--- config.mk ---
export PLATFORM = sky130hd
export DESIGN_NAME = random_id_generator_flat
export DESIGN_NICKNAME = d
export VERILOG_FILES = /design/src/rtl/core/rig_pkg.sv /design/src/rtl/core/rig_if.sv /design/src/rtl/core/rig_datapath.sv /design/src/rtl/core/random_id_generator.sv /design/src/flat_wrapper.sv
export SDC_FILE = /design/constraint.sdc
export NUM_CORES = 2
export LEC_CHECK = 0
export BUFFER_PORTS_ARGS = -buffer_cell sky130_fd_sc_hd__buf_2
export CAP_MARGIN = 20
export CORE_MARGIN = 2
export CORE_UTILIZATION = 65
export CTS_CLUSTER_DIAMETER = 120
export CTS_CLUSTER_SIZE = 14
export DETAILED_ROUTE_END_ITERATION = 6
export PLACE_DENSITY = 0.78
export REMOVE_ABC_BUFFERS = 1
export SETUP_SLACK_MARGIN = 0.3
export SLEW_MARGIN = 20
export SYNTH_ARGS = -nofsm -noshare
export SYNTH_HDL_FRONTEND = slang
export SYNTH_HIERARCHICAL = 1
export SYNTH_SLANG_ARGS = --single-unit
--- constraint.sdc ---
create_clock -name clk -period 16.2 [get_ports clk]
set_clock_uncertainty 0.15 [all_clocks]
set_input_delay 1.62 -clock clk [delete_from_list [all_inputs] [get_ports clk]]
set_output_delay 1.62 -clock clk [all_outputs]
set_load 0.02 [all_outputs]
--- src/rtl/core/rig_pkg.sv ---
// Package for the random ID generator: opcodes, constants, microcode ROM,
// the xorshift128+ draw and the nanoid alphabet.
// No dependencies.
package rig_pkg;

    localparam int MAX_NANO_LENGTH_DEF = 256;
    localparam int NANO_DEFAULT_LEN    = 21;

    localparam int CFG_IDX_W = 1;
    localparam logic [CFG_IDX_W-1:0] CFG_SEED_A = 1'd0;
    localparam logic [CFG_IDX_W-1:0] CFG_SEED_B = 1'd1;

    localparam logic [63:0] ZERO_SEED_A = 64'hdeadbeefcafebabe;
    localparam logic [63:0] ZERO_SEED_B = 64'h0123456789abcdef;
    localparam logic [63:0] MIX_MUL_ONE = 64'hff51afd7ed558ccd;
    localparam logic [63:0] MIX_MUL_TWO = 64'hc4ceb9fe1a85ec53;

    localparam logic [1:0] OP_UUID  = 2'd0;
    localparam logic [1:0] OP_SHORT = 2'd1;
    localparam logic [1:0] OP_NANO  = 2'd2;
    localparam logic [1:0] OP_NONE  = 2'd3;

    localparam int STEP_W = 5;
    typedef logic [STEP_W-1:0] step_t;
    typedef logic [3:0]        uop_t;
    typedef logic [1:0]        cond_t;

    // datapath operations
    localparam uop_t U_SEED      = 4'd0;
    localparam uop_t U_TL        = 4'd1;
    localparam uop_t U_TM        = 4'd2;
    localparam uop_t U_TH        = 4'd3;
    localparam uop_t U_CS        = 4'd4;
    localparam uop_t U_NH        = 4'd5;
    localparam uop_t U_NL        = 4'd6;
    localparam uop_t U_EMIT_UUID = 4'd7;
    localparam uop_t U_SID_DRAW  = 4'd8;
    localparam uop_t U_XS33      = 4'd9;
    localparam uop_t U_MUL_LL    = 4'd10;
    localparam uop_t U_MUL_LH    = 4'd11;
    localparam uop_t U_MUL_HL    = 4'd12;
    localparam uop_t U_EMIT_SID  = 4'd13;
    localparam uop_t U_CHAR      = 4'd14;
    localparam uop_t U_EMIT_NANO = 4'd15;

    // sequencing
    localparam cond_t C_NEXT = 2'd0;
    localparam cond_t C_END  = 2'd1;
    localparam cond_t C_CHAR = 2'd2;
    localparam cond_t C_NANO = 2'd3;

    localparam step_t ENTRY_UUID  = 5'd0;
    localparam step_t ENTRY_SHORT = 5'd9;
    localparam step_t ENTRY_NANO  = 5'd21;
    localparam step_t STEP_CHAR   = 5'd22;
    localparam step_t STEP_NONE   = 5'd0;

    typedef struct packed {
        uop_t  uop;
        cond_t cond;
        step_t target;
        logic  last;
        logic  mul_two;
    } ucode_t;

    typedef struct packed {
        logic boundary;
        logic done;
        logic out_free;
    } dp_status_t;

    typedef struct packed {
        logic [63:0] b;
        logic [63:0] val;
    } draw_t;

    function automatic draw_t xs_draw(input logic [63:0] a, input logic [63:0] b);
        logic [63:0] x;
        draw_t       r;
        x     = a ^ (a << 23);
        r.b   = x ^ b ^ (x >> 17) ^ (b >> 26);
        r.val = r.b + b;
        return r;
    endfunction

    function automatic logic [7:0] nano_char(input logic [5:0] idx);
        logic [7:0] r;
        if (idx < 6'd26)
            r = 8'h41 + {2'b00, idx};
        else if (idx < 6'd52)
            r = 8'h61 + {2'b00, idx - 6'd26};
        else if (idx < 6'd62)
            r = 8'h30 + {2'b00, idx - 6'd52};
        else if (idx == 6'd62)
            r = 8'h5f;
        else
            r = 8'h2d;
        return r;
    endfunction

    function automatic ucode_t ucode_rom(input step_t s);
        ucode_t w;
        case (s)
            5'd0:    w = '{U_SEED,      C_NEXT, STEP_NONE, 1'b0, 1'b0};
            5'd1:    w = '{U_TL,        C_NEXT, STEP_NONE, 1'b0, 1'b0};
            5'd2:    w = '{U_TM,        C_NEXT, STEP_NONE, 1'b0, 1'b0};
            5'd3:    w = '{U_TH,        C_NEXT, STEP_NONE, 1'b0, 1'b0};
            5'd4:    w = '{U_EMIT_UUID, C_NEXT, STEP_NONE, 1'b0, 1'b0};
            5'd5:    w = '{U_CS,        C_NEXT, STEP_NONE, 1'b0, 1'b0};
            5'd6:    w = '{U_NH,        C_NEXT, STEP_NONE, 1'b0, 1'b0};
            5'd7:    w = '{U_NL,        C_NEXT, STEP_NONE, 1'b0, 1'b0};
            5'd8:    w = '{U_EMIT_UUID, C_END,  STEP_NONE, 1'b1, 1'b0};
            5'd9:    w = '{U_SEED,      C_NEXT, STEP_NONE, 1'b0, 1'b0};
            5'd10:   w = '{U_SID_DRAW,  C_NEXT, STEP_NONE, 1'b0, 1'b0};
            5'd11:   w = '{U_XS33,      C_NEXT, STEP_NONE, 1'b0, 1'b0};
            5'd12:   w = '{U_MUL_LL,    C_NEXT, STEP_NONE, 1'b0, 1'b0};
            5'd13:   w = '{U_MUL_LH,    C_NEXT, STEP_NONE, 1'b0, 1'b0};
            5'd14:   w = '{U_MUL_HL,    C_NEXT, STEP_NONE, 1'b0, 1'b0};
            5'd15:   w = '{U_XS33,      C_NEXT, STEP_NONE, 1'b0, 1'b0};
            5'd16:   w = '{U_MUL_LL,    C_NEXT, STEP_NONE, 1'b0, 1'b1};
            5'd17:   w = '{U_MUL_LH,    C_NEXT, STEP_NONE, 1'b0, 1'b1};
            5'd18:   w = '{U_MUL_HL,    C_NEXT, STEP_NONE, 1'b0, 1'b1};
            5'd19:   w = '{U_XS33,      C_NEXT, STEP_NONE, 1'b0, 1'b0};
            5'd20:   w = '{U_EMIT_SID,  C_END,  STEP_NONE, 1'b1, 1'b0};
            5'd21:   w = '{U_SEED,      C_NEXT, STEP_NONE, 1'b0, 1'b0};
            5'd22:   w = '{U_CHAR,      C_CHAR, STEP_CHAR, 1'b0, 1'b0};
            5'd23:   w = '{U_EMIT_NANO, C_NANO, STEP_CHAR, 1'b0, 1'b0};
            default: w = '{U_SEED,      C_END,  STEP_NONE, 1'b0, 1'b0};
        endcase
        return w;
    endfunction

endpackage

--- src/rtl/core/rig_if.sv ---
// Channel interfaces of the random ID generator: request, result and
// configuration write. Depends on rig_pkg.
interface rig_req_if;
    logic       valid;
    logic       ready;
    logic [1:0] opcode;
    logic [8:0] nano_length;

    modport source (output valid, opcode, nano_length, input ready);
    modport sink   (input valid, opcode, nano_length, output ready);
endinterface

interface rig_rsp_if;
    logic        valid;
    logic        ready;
    logic [63:0] id_word;
    logic [3:0]  byte_count;
    logic        last;

    modport source (output valid, id_word, byte_count, last, input ready);
    modport sink   (input valid, id_word, byte_count, last, output ready);
endinterface

interface rig_cfg_if;
    import rig_pkg::*;
    logic                 valid;
    logic                 ready;
    logic [CFG_IDX_W-1:0] index;
    logic [63:0]          data;

    modport source (output valid, index, data, input ready);
    modport sink   (input valid, index, data, output ready);
endinterface

--- src/rtl/core/rig_datapath.sv ---
// Datapath of the random ID generator: seed registers, xorshift128+ state,
// mixer with a shared 32x32 multiplier, word assembly and output register.
// Driven by one microcode word per step. Depends on rig_pkg.
module rig_datapath #(
    parameter int MAX_NANO_LENGTH = rig_pkg::MAX_NANO_LENGTH_DEF
) (
    input  logic                          clk,
    input  logic                          rst_n,
    input  logic                          cfg_we,
    input  logic [rig_pkg::CFG_IDX_W-1:0] cfg_index,
    input  logic [63:0]                   cfg_data,
    input  logic                          start,
    input  logic [8:0]                    nano_length,
    input  logic                          fire,
    input  rig_pkg::ucode_t               ctrl,
    output rig_pkg::dp_status_t           status,
    input  logic                          out_ready,
    output logic                          out_valid,
    output logic [63:0]                   out_word,
    output logic [3:0]                    out_count,
    output logic                          out_last
);
    import rig_pkg::*;

    localparam int LEN_CAP = (MAX_NANO_LENGTH > NANO_DEFAULT_LEN) ?
                             MAX_NANO_LENGTH : NANO_DEFAULT_LEN;
    localparam int LEN_W   = $clog2(LEN_CAP + 1);

    logic [63:0]      seed_a_reg, seed_a_next;
    logic [63:0]      seed_b_reg, seed_b_next;
    logic [63:0]      gen_a_reg, gen_a_next;
    logic [63:0]      gen_b_reg, gen_b_next;
    logic             seeded_reg, seeded_next;
    logic [63:0]      count_reg, count_next;
    logic             out_valid_reg, out_valid_next;

    logic [63:0]      c_reg, c_next;
    logic [63:0]      acc_reg, acc_next;
    logic [63:0]      word_reg, word_next;
    logic [LEN_W-1:0] chr_reg, chr_next;
    logic [LEN_W-1:0] len_reg, len_next;
    logic [63:0]      out_word_reg, out_word_next;
    logic [3:0]       out_count_reg, out_count_next;
    logic             out_last_reg, out_last_next;

    draw_t            dr;
    logic [63:0]      count_inc;
    logic [63:0]      mul_k;
    logic [31:0]      mul_a, mul_b;
    logic [63:0]      prod;
    logic [LEN_W-1:0] len_res;
    logic [LEN_W-1:0] chr_inc;
    logic [3:0]       nano_count;

    assign dr        = xs_draw(gen_a_reg, gen_b_reg);
    assign count_inc = count_reg + 64'd1;
    assign mul_k     = ctrl.mul_two ? MIX_MUL_TWO : MIX_MUL_ONE;
    assign mul_a     = (ctrl.uop == U_MUL_LH) ? c_reg[63:32] : c_reg[31:0];
    assign mul_b     = (ctrl.uop == U_MUL_HL) ? mul_k[63:32] : mul_k[31:0];
    assign prod      = {32'd0, mul_a} * {32'd0, mul_b};
    assign chr_inc   = chr_reg + LEN_W'(1);
    assign nano_count = (chr_reg[2:0] == 3'd0) ? 4'd8 : {1'b0, chr_reg[2:0]};

    always_comb
    begin
        if (nano_length != 9'd0 && {1'b0, nano_length} <= 10'(MAX_NANO_LENGTH))
            len_res = LEN_W'(nano_length);
        else
            len_res = LEN_W'(NANO_DEFAULT_LEN);
    end

    assign status.boundary = (chr_reg[2:0] == 3'd7) || (chr_inc == len_reg);
    assign status.done     = (chr_reg == len_reg);
    assign status.out_free = !out_valid_reg || out_ready;

    always_comb
    begin
        seed_a_next    = seed_a_reg;
        seed_b_next    = seed_b_reg;
        gen_a_next     = gen_a_reg;
        gen_b_next     = gen_b_reg;
        seeded_next    = seeded_reg;
        count_next     = count_reg;
        c_next         = c_reg;
        acc_next       = acc_reg;
        word_next      = word_reg;
        chr_next       = chr_reg;
        len_next       = len_reg;
        out_valid_next = out_valid_reg && !out_ready;
        out_word_next  = out_word_reg;
        out_count_next = out_count_reg;
        out_last_next  = out_last_reg;

        if (cfg_we)
        begin
            if (cfg_index == CFG_SEED_A)
                seed_a_next = cfg_data;
            if (cfg_index == CFG_SEED_B)
                seed_b_next = cfg_data;
        end

        if (start)
        begin
            word_next = 64'd0;
            chr_next  = '0;
            len_next  = len_res;
        end

        if (fire)
        begin
            case (ctrl.uop)
                U_SEED:
                begin
                    if (!seeded_reg)
                    begin
                        gen_a_next  = (seed_a_reg == 64'd0) ? ZERO_SEED_A : seed_a_reg;
                        gen_b_next  = (seed_b_reg == 64'd0) ? ZERO_SEED_B : seed_b_reg;
                        seeded_next = 1'b1;
                    end
                end
                U_TL, U_TM, U_TH, U_CS, U_NH, U_NL:
                begin
                    gen_a_next = gen_b_reg;
                    gen_b_next = dr.b;
                    case (ctrl.uop)
                        U_TL:    word_next[63:32] = dr.val[63:32];
                        U_TM:    word_next[31:16] = dr.val[63:48];
                        U_TH:    word_next[15:0]  = {4'h4, dr.val[63:52]};
                        U_CS:    word_next[63:48] = {2'b10, dr.val[63:50]};
                        U_NH:    word_next[47:32] = dr.val[63:48];
                        default: word_next[31:0]  = dr.val[63:32];
                    endcase
                end
                U_EMIT_UUID:
                begin
                    out_valid_next = 1'b1;
                    out_word_next  = word_reg;
                    out_count_next = 4'd8;
                    out_last_next  = ctrl.last;
                end
                U_SID_DRAW:
                begin
                    gen_a_next = gen_b_reg;
                    gen_b_next = dr.b;
                    count_next = count_inc;
                    c_next     = dr.val ^ count_inc;
                end
                U_XS33:
                    c_next = c_reg ^ (c_reg >> 33);
                U_MUL_LL:
                    acc_next = prod;
                U_MUL_LH:
                    acc_next = acc_reg + {prod[31:0], 32'd0};
                U_MUL_HL:
                    c_next = acc_reg + {prod[31:0], 32'd0};
                U_EMIT_SID:
                begin
                    out_valid_next = 1'b1;
                    out_word_next  = {32'd0, c_reg[63:32]};
                    out_count_next = 4'd4;
                    out_last_next  = 1'b1;
                end
                U_CHAR:
                begin
                    gen_a_next = gen_b_reg;
                    gen_b_next = dr.b;
                    word_next[8*chr_reg[2:0] +: 8] = nano_char(dr.val[5:0]);
                    chr_next = chr_inc;
                end
                U_EMIT_NANO:
                begin
                    out_valid_next = 1'b1;
                    out_word_next  = word_reg;
                    out_count_next = nano_count;
                    out_last_next  = (chr_reg == len_reg);
                    word_next      = 64'd0;
                end
                default:
                    c_next = c_reg;
            endcase
        end
    end

    always_ff @(posedge clk or negedge rst_n)
    begin
        if (!rst_n)
        begin
            seed_a_reg    <= 64'd0;
            seed_b_reg    <= 64'd0;
            gen_a_reg     <= 64'd0;
            gen_b_reg     <= 64'd0;
            seeded_reg    <= 1'b0;
            count_reg     <= 64'd0;
            out_valid_reg <= 1'b0;
        end
        else
        begin
            seed_a_reg    <= seed_a_next;
            seed_b_reg    <= seed_b_next;
            gen_a_reg     <= gen_a_next;
            gen_b_reg     <= gen_b_next;
            seeded_reg    <= seeded_next;
            count_reg     <= count_next;
            out_valid_reg <= out_valid_next;
        end
    end

    always_ff @(posedge clk)
    begin
        c_reg         <= c_next;
        acc_reg       <= acc_next;
        word_reg      <= word_next;
        chr_reg       <= chr_next;
        len_reg       <= len_next;
        out_word_reg  <= out_word_next;
        out_count_reg <= out_count_next;
        out_last_reg  <= out_last_next;
    end

    assign out_valid = out_valid_reg;
    assign out_word  = out_word_reg;
    assign out_count = out_count_reg;
    assign out_last  = out_last_reg;

endmodule

--- src/rtl/core/random_id_generator.sv ---
// Random ID generator top level: microcode sequencer (step counter, ROM,
// conditional jumps) around rig_datapath. Depends on rig_pkg, rig_if.
// One request at a time. Steps: uuid 9, short id 12, nanoid of L chars
// 1 + L + ceil(L/8); one step per cycle unless an emit waits on the output
// register. The next request is taken once the final result is loaded.
// Reset clears seeds, generator, counter and sequencer; the generator
// loads from the seeds on the first request.
module random_id_generator #(
    parameter int MAX_NANO_LENGTH = rig_pkg::MAX_NANO_LENGTH_DEF
) (
    input  logic       clk,
    input  logic       rst_n,
    rig_cfg_if.sink    cfg,
    rig_req_if.sink    req,
    rig_rsp_if.source  rsp
);
    import rig_pkg::*;

    logic       busy_reg, busy_next;
    step_t      step_reg, step_next;
    ucode_t     ctrl;
    dp_status_t status;
    logic       is_emit;
    logic       fire;
    logic       start;

    assign ctrl    = ucode_rom(step_reg);
    assign is_emit = (ctrl.uop == U_EMIT_UUID) || (ctrl.uop == U_EMIT_SID) ||
                     (ctrl.uop == U_EMIT_NANO);
    assign fire    = busy_reg && (!is_emit || status.out_free);
    assign start   = req.valid && !busy_reg && (req.opcode != OP_NONE);

    assign req.ready = !busy_reg;
    assign cfg.ready = 1'b1;

    always_comb
    begin
        busy_next = busy_reg;
        step_next = step_reg;
        if (start)
        begin
            busy_next = 1'b1;
            case (req.opcode)
                OP_UUID:  step_next = ENTRY_UUID;
                OP_SHORT: step_next = ENTRY_SHORT;
                default:  step_next = ENTRY_NANO;
            endcase
        end
        else if (fire)
        begin
            case (ctrl.cond)
                C_NEXT:  step_next = step_reg + step_t'(1);
                C_END:   busy_next = 1'b0;
                C_CHAR:  step_next = status.boundary ? step_reg + step_t'(1) : ctrl.target;
                C_NANO:
                begin
                    if (status.done)
                        busy_next = 1'b0;
                    else
                        step_next = ctrl.target;
                end
                default: busy_next = 1'b0;
            endcase
        end
    end

    always_ff @(posedge clk or negedge rst_n)
    begin
        if (!rst_n)
        begin
            busy_reg <= 1'b0;
            step_reg <= '0;
        end
        else
        begin
            busy_reg <= busy_next;
            step_reg <= step_next;
        end
    end

    rig_datapath #(
        .MAX_NANO_LENGTH (MAX_NANO_LENGTH)
    ) u_datapath (
        .clk         (clk),
        .rst_n       (rst_n),
        .cfg_we      (cfg.valid),
        .cfg_index   (cfg.index),
        .cfg_data    (cfg.data),
        .start       (start),
        .nano_length (req.nano_length),
        .fire        (fire),
        .ctrl        (ctrl),
        .status      (status),
        .out_ready   (rsp.ready),
        .out_valid   (rsp.valid),
        .out_word    (rsp.id_word),
        .out_count   (rsp.byte_count),
        .out_last    (rsp.last)
    );

endmodule

--- src/flat_wrapper.sv ---
// flat-port wrapper written by rule: the top's interface ports become plain ports
module random_id_generator_flat import rig_pkg::*;
#(
    parameter int MAX_NANO_LENGTH = rig_pkg::MAX_NANO_LENGTH_DEF
)
  (clk, rst_n, cfg_valid, cfg_index, cfg_data, cfg_ready, req_valid, req_opcode, req_nano_length, req_ready, rsp_valid, rsp_id_word, rsp_byte_count, rsp_last, rsp_ready);
  rig_cfg_if cfg_i ();
  rig_req_if req_i ();
  rig_rsp_if rsp_i ();
  input  logic clk;
  input  logic rst_n;
  input wire logic [$bits(cfg_i.valid)-1:0] cfg_valid;
  input wire logic [$bits(cfg_i.index)-1:0] cfg_index;
  input wire logic [$bits(cfg_i.data)-1:0] cfg_data;
  output wire logic [$bits(cfg_i.ready)-1:0] cfg_ready;
  input wire logic [$bits(req_i.valid)-1:0] req_valid;
  input wire logic [$bits(req_i.opcode)-1:0] req_opcode;
  input wire logic [$bits(req_i.nano_length)-1:0] req_nano_length;
  output wire logic [$bits(req_i.ready)-1:0] req_ready;
  output wire logic [$bits(rsp_i.valid)-1:0] rsp_valid;
  output wire logic [$bits(rsp_i.id_word)-1:0] rsp_id_word;
  output wire logic [$bits(rsp_i.byte_count)-1:0] rsp_byte_count;
  output wire logic [$bits(rsp_i.last)-1:0] rsp_last;
  input wire logic [$bits(rsp_i.ready)-1:0] rsp_ready;
  assign cfg_i.valid = cfg_valid;
  assign cfg_i.index = cfg_index;
  assign cfg_i.data = cfg_data;
  assign cfg_ready = cfg_i.ready;
  assign req_i.valid = req_valid;
  assign req_i.opcode = req_opcode;
  assign req_i.nano_length = req_nano_length;
  assign req_ready = req_i.ready;
  assign rsp_valid = rsp_i.valid;
  assign rsp_id_word = rsp_i.id_word;
  assign rsp_byte_count = rsp_i.byte_count;
  assign rsp_last = rsp_i.last;
  assign rsp_i.ready = rsp_ready;
  random_id_generator #(.MAX_NANO_LENGTH(MAX_NANO_LENGTH)) u_core (.clk(clk), .rst_n(rst_n), .cfg(cfg_i), .req(req_i), .rsp(rsp_i));
endmodule
==> results.cfg <==
[floorplanning]
die_x_um = 323
core.rowCount = 116
start_util = 0.657
core_mm2 = 0.100
ioPinCount = 153
die_h_um = 323
dieArea_mm2 = 0.104

[placement]
port_buffers = 151
hpwl_um = 196000
dp.cells = 8142
gp_congestion = 1.09

[synthesis]
synth_area_mm2 = 0.0660
avgSynthCellArea_um2 = 9.67
yosys_warnings = 6
synthCells = 6827

[grt]
met2_usage = 0.733
top_usage_layer = met2
grt_overflow = 0
grt_pass1_vias = 54600
met1_usage = 0.551
grt_util_met3 = 0.104
grt_first_pass_wirelength_um = 353000
grt_max_degree = 245
track_usage = 0.466
antenna_found_initial = 0

[worst_setup_path]
crit_required_ns = 16.40
r2r_slack_ns = 2.55
cp_max_fo = 24
path_class = reg -> reg
crit_top_cell = fa_1
start_kind = register
rr_endpoint = u_core/u_datapath/c_reg[62]
cpPeakStageDelay_ns = 0.94
r2r_start = u_core/step_reg[3]
cp_num_buf_inv = 5
crit_cells = 40
path_delay_family = adder cells
worstSetupEndpointType = register
cp.arrival_ns = 13.86
cpMaxStageDelayCell = mux2i_2
reg2reg_depth = 40

[clocking]
cts_tree = yes
root_buffer = clkbuf_16
cts.sinks = 607
postCtsSetupBuffers = 0
cts.htree.levels = 2
cts_hold_buf = 0
cts_resized = 0
numCtsBuffers = 49
clk_pin_slew_ns = 0.08
clock_latency_ns = 0.64
clock_path_buffers = 3

[outcome]
violations = design-rule violations
status = finished with violations

[min_path]
hold_class = reg -> reg
hold_path_end = u_core/u_datapath/seeded_reg
hold_path_depth = 1
hp-start = u_core/u_datapath/seeded_reg

[finish]
layout.nets = 8196
area_growth_pct = 5.37
final_cell_mix = inv_1 (991), fa_1 (863), nand2_1 (687)
final_common_cell = inv_1
drive_gt1_frac = 0.0795
final_cells = 8227
final-seq-area_mm2 = 0.0159
multi_input_area_mm2 = 0.0454
nFillCells = 7941

[route]
drt-vias-per-instance = 6.53
vias = 53800
antenna_left = 0
firstDrtPassIters = 7
wl_per_cell_um = 29.2
drt_iter0_markers = 6909
drc = 41
wirelength_um = 240000

[timing]
slew_violations = 0
period_share = 0.843
fmax_ghz = 0.0732
hold_violations = 0
max_slew.worst_pin.slew_ns = 1.35
setup_viol = 0
period_minus_slack_ns = 13.65
max-slew-margin-rel = 0.0961
rsz0062_at_grt = no

[run]
max-cap-violations = 0
## stage by stage
| step | utilization | cell area (µm²) | worst slack [ns] | setup TNS (ns) | hold WS, ns |
|---|---|---|---|---|---|
| after global placement | 0.678 | 68000 | 2.59 | 0 | 0.300 |
| after floorplan | - | 64900 | -0.819 | -2.65 | 0.286 |
| after CTS | 0.692 | 69500 | 2.43 | 0 | 0.322 |
| after global routing | 0.692 | 69500 | 1.82 | 0 | 0.353 |
| final | 0.692 | 69500 | 2.55 | 0 | 0.335 |
| after detailed placement | 0.678 | 68100 | 2.53 | 0 | 0.305 |
## layer usage
metal	vias to the layer above	share of wire
met5	-	0
met4	0	0.11
met3	1087	0.10
met2	3690	0.45
met1	26400	0.34
li1	22600	-
## final cells by class
cell class / instances / area share
diodes: 2 / 0.0000720
clock buffers: 78 / 0.0198
clock inverters: 2 / 0.000324
inverters: 1002 / 0.0541
multi-input cells: 4953 / 0.653
flip-flops and latches: 607 / 0.228
well taps: 1357 / 0.0244
repair buffers: 226 / 0.0201
## worst max path at each step
stage / startpoint / to / slack, ns
detailed placement: u_core/step_reg[3] / u_core/u_datapath/c_reg[62] / 2.53
global route: u_core/step_reg[3] / u_core/u_datapath/c_reg[62] / 1.82
global placement: u_core/step_reg[3] / u_core/u_datapath/c_reg[62] / 2.59
CTS: u_core/step_reg[3] / u_core/u_datapath/c_reg[62] / 2.43
floorplan: u_core/step_reg[0] / u_core/u_datapath/c_reg[62] / -0.82
finish: u_core/step_reg[3] / u_core/u_datapath/c_reg[62] / 2.55
Power is not shown: default switching activity piles up to over one toggle a cycle in this logic, so the estimate is an artifact.
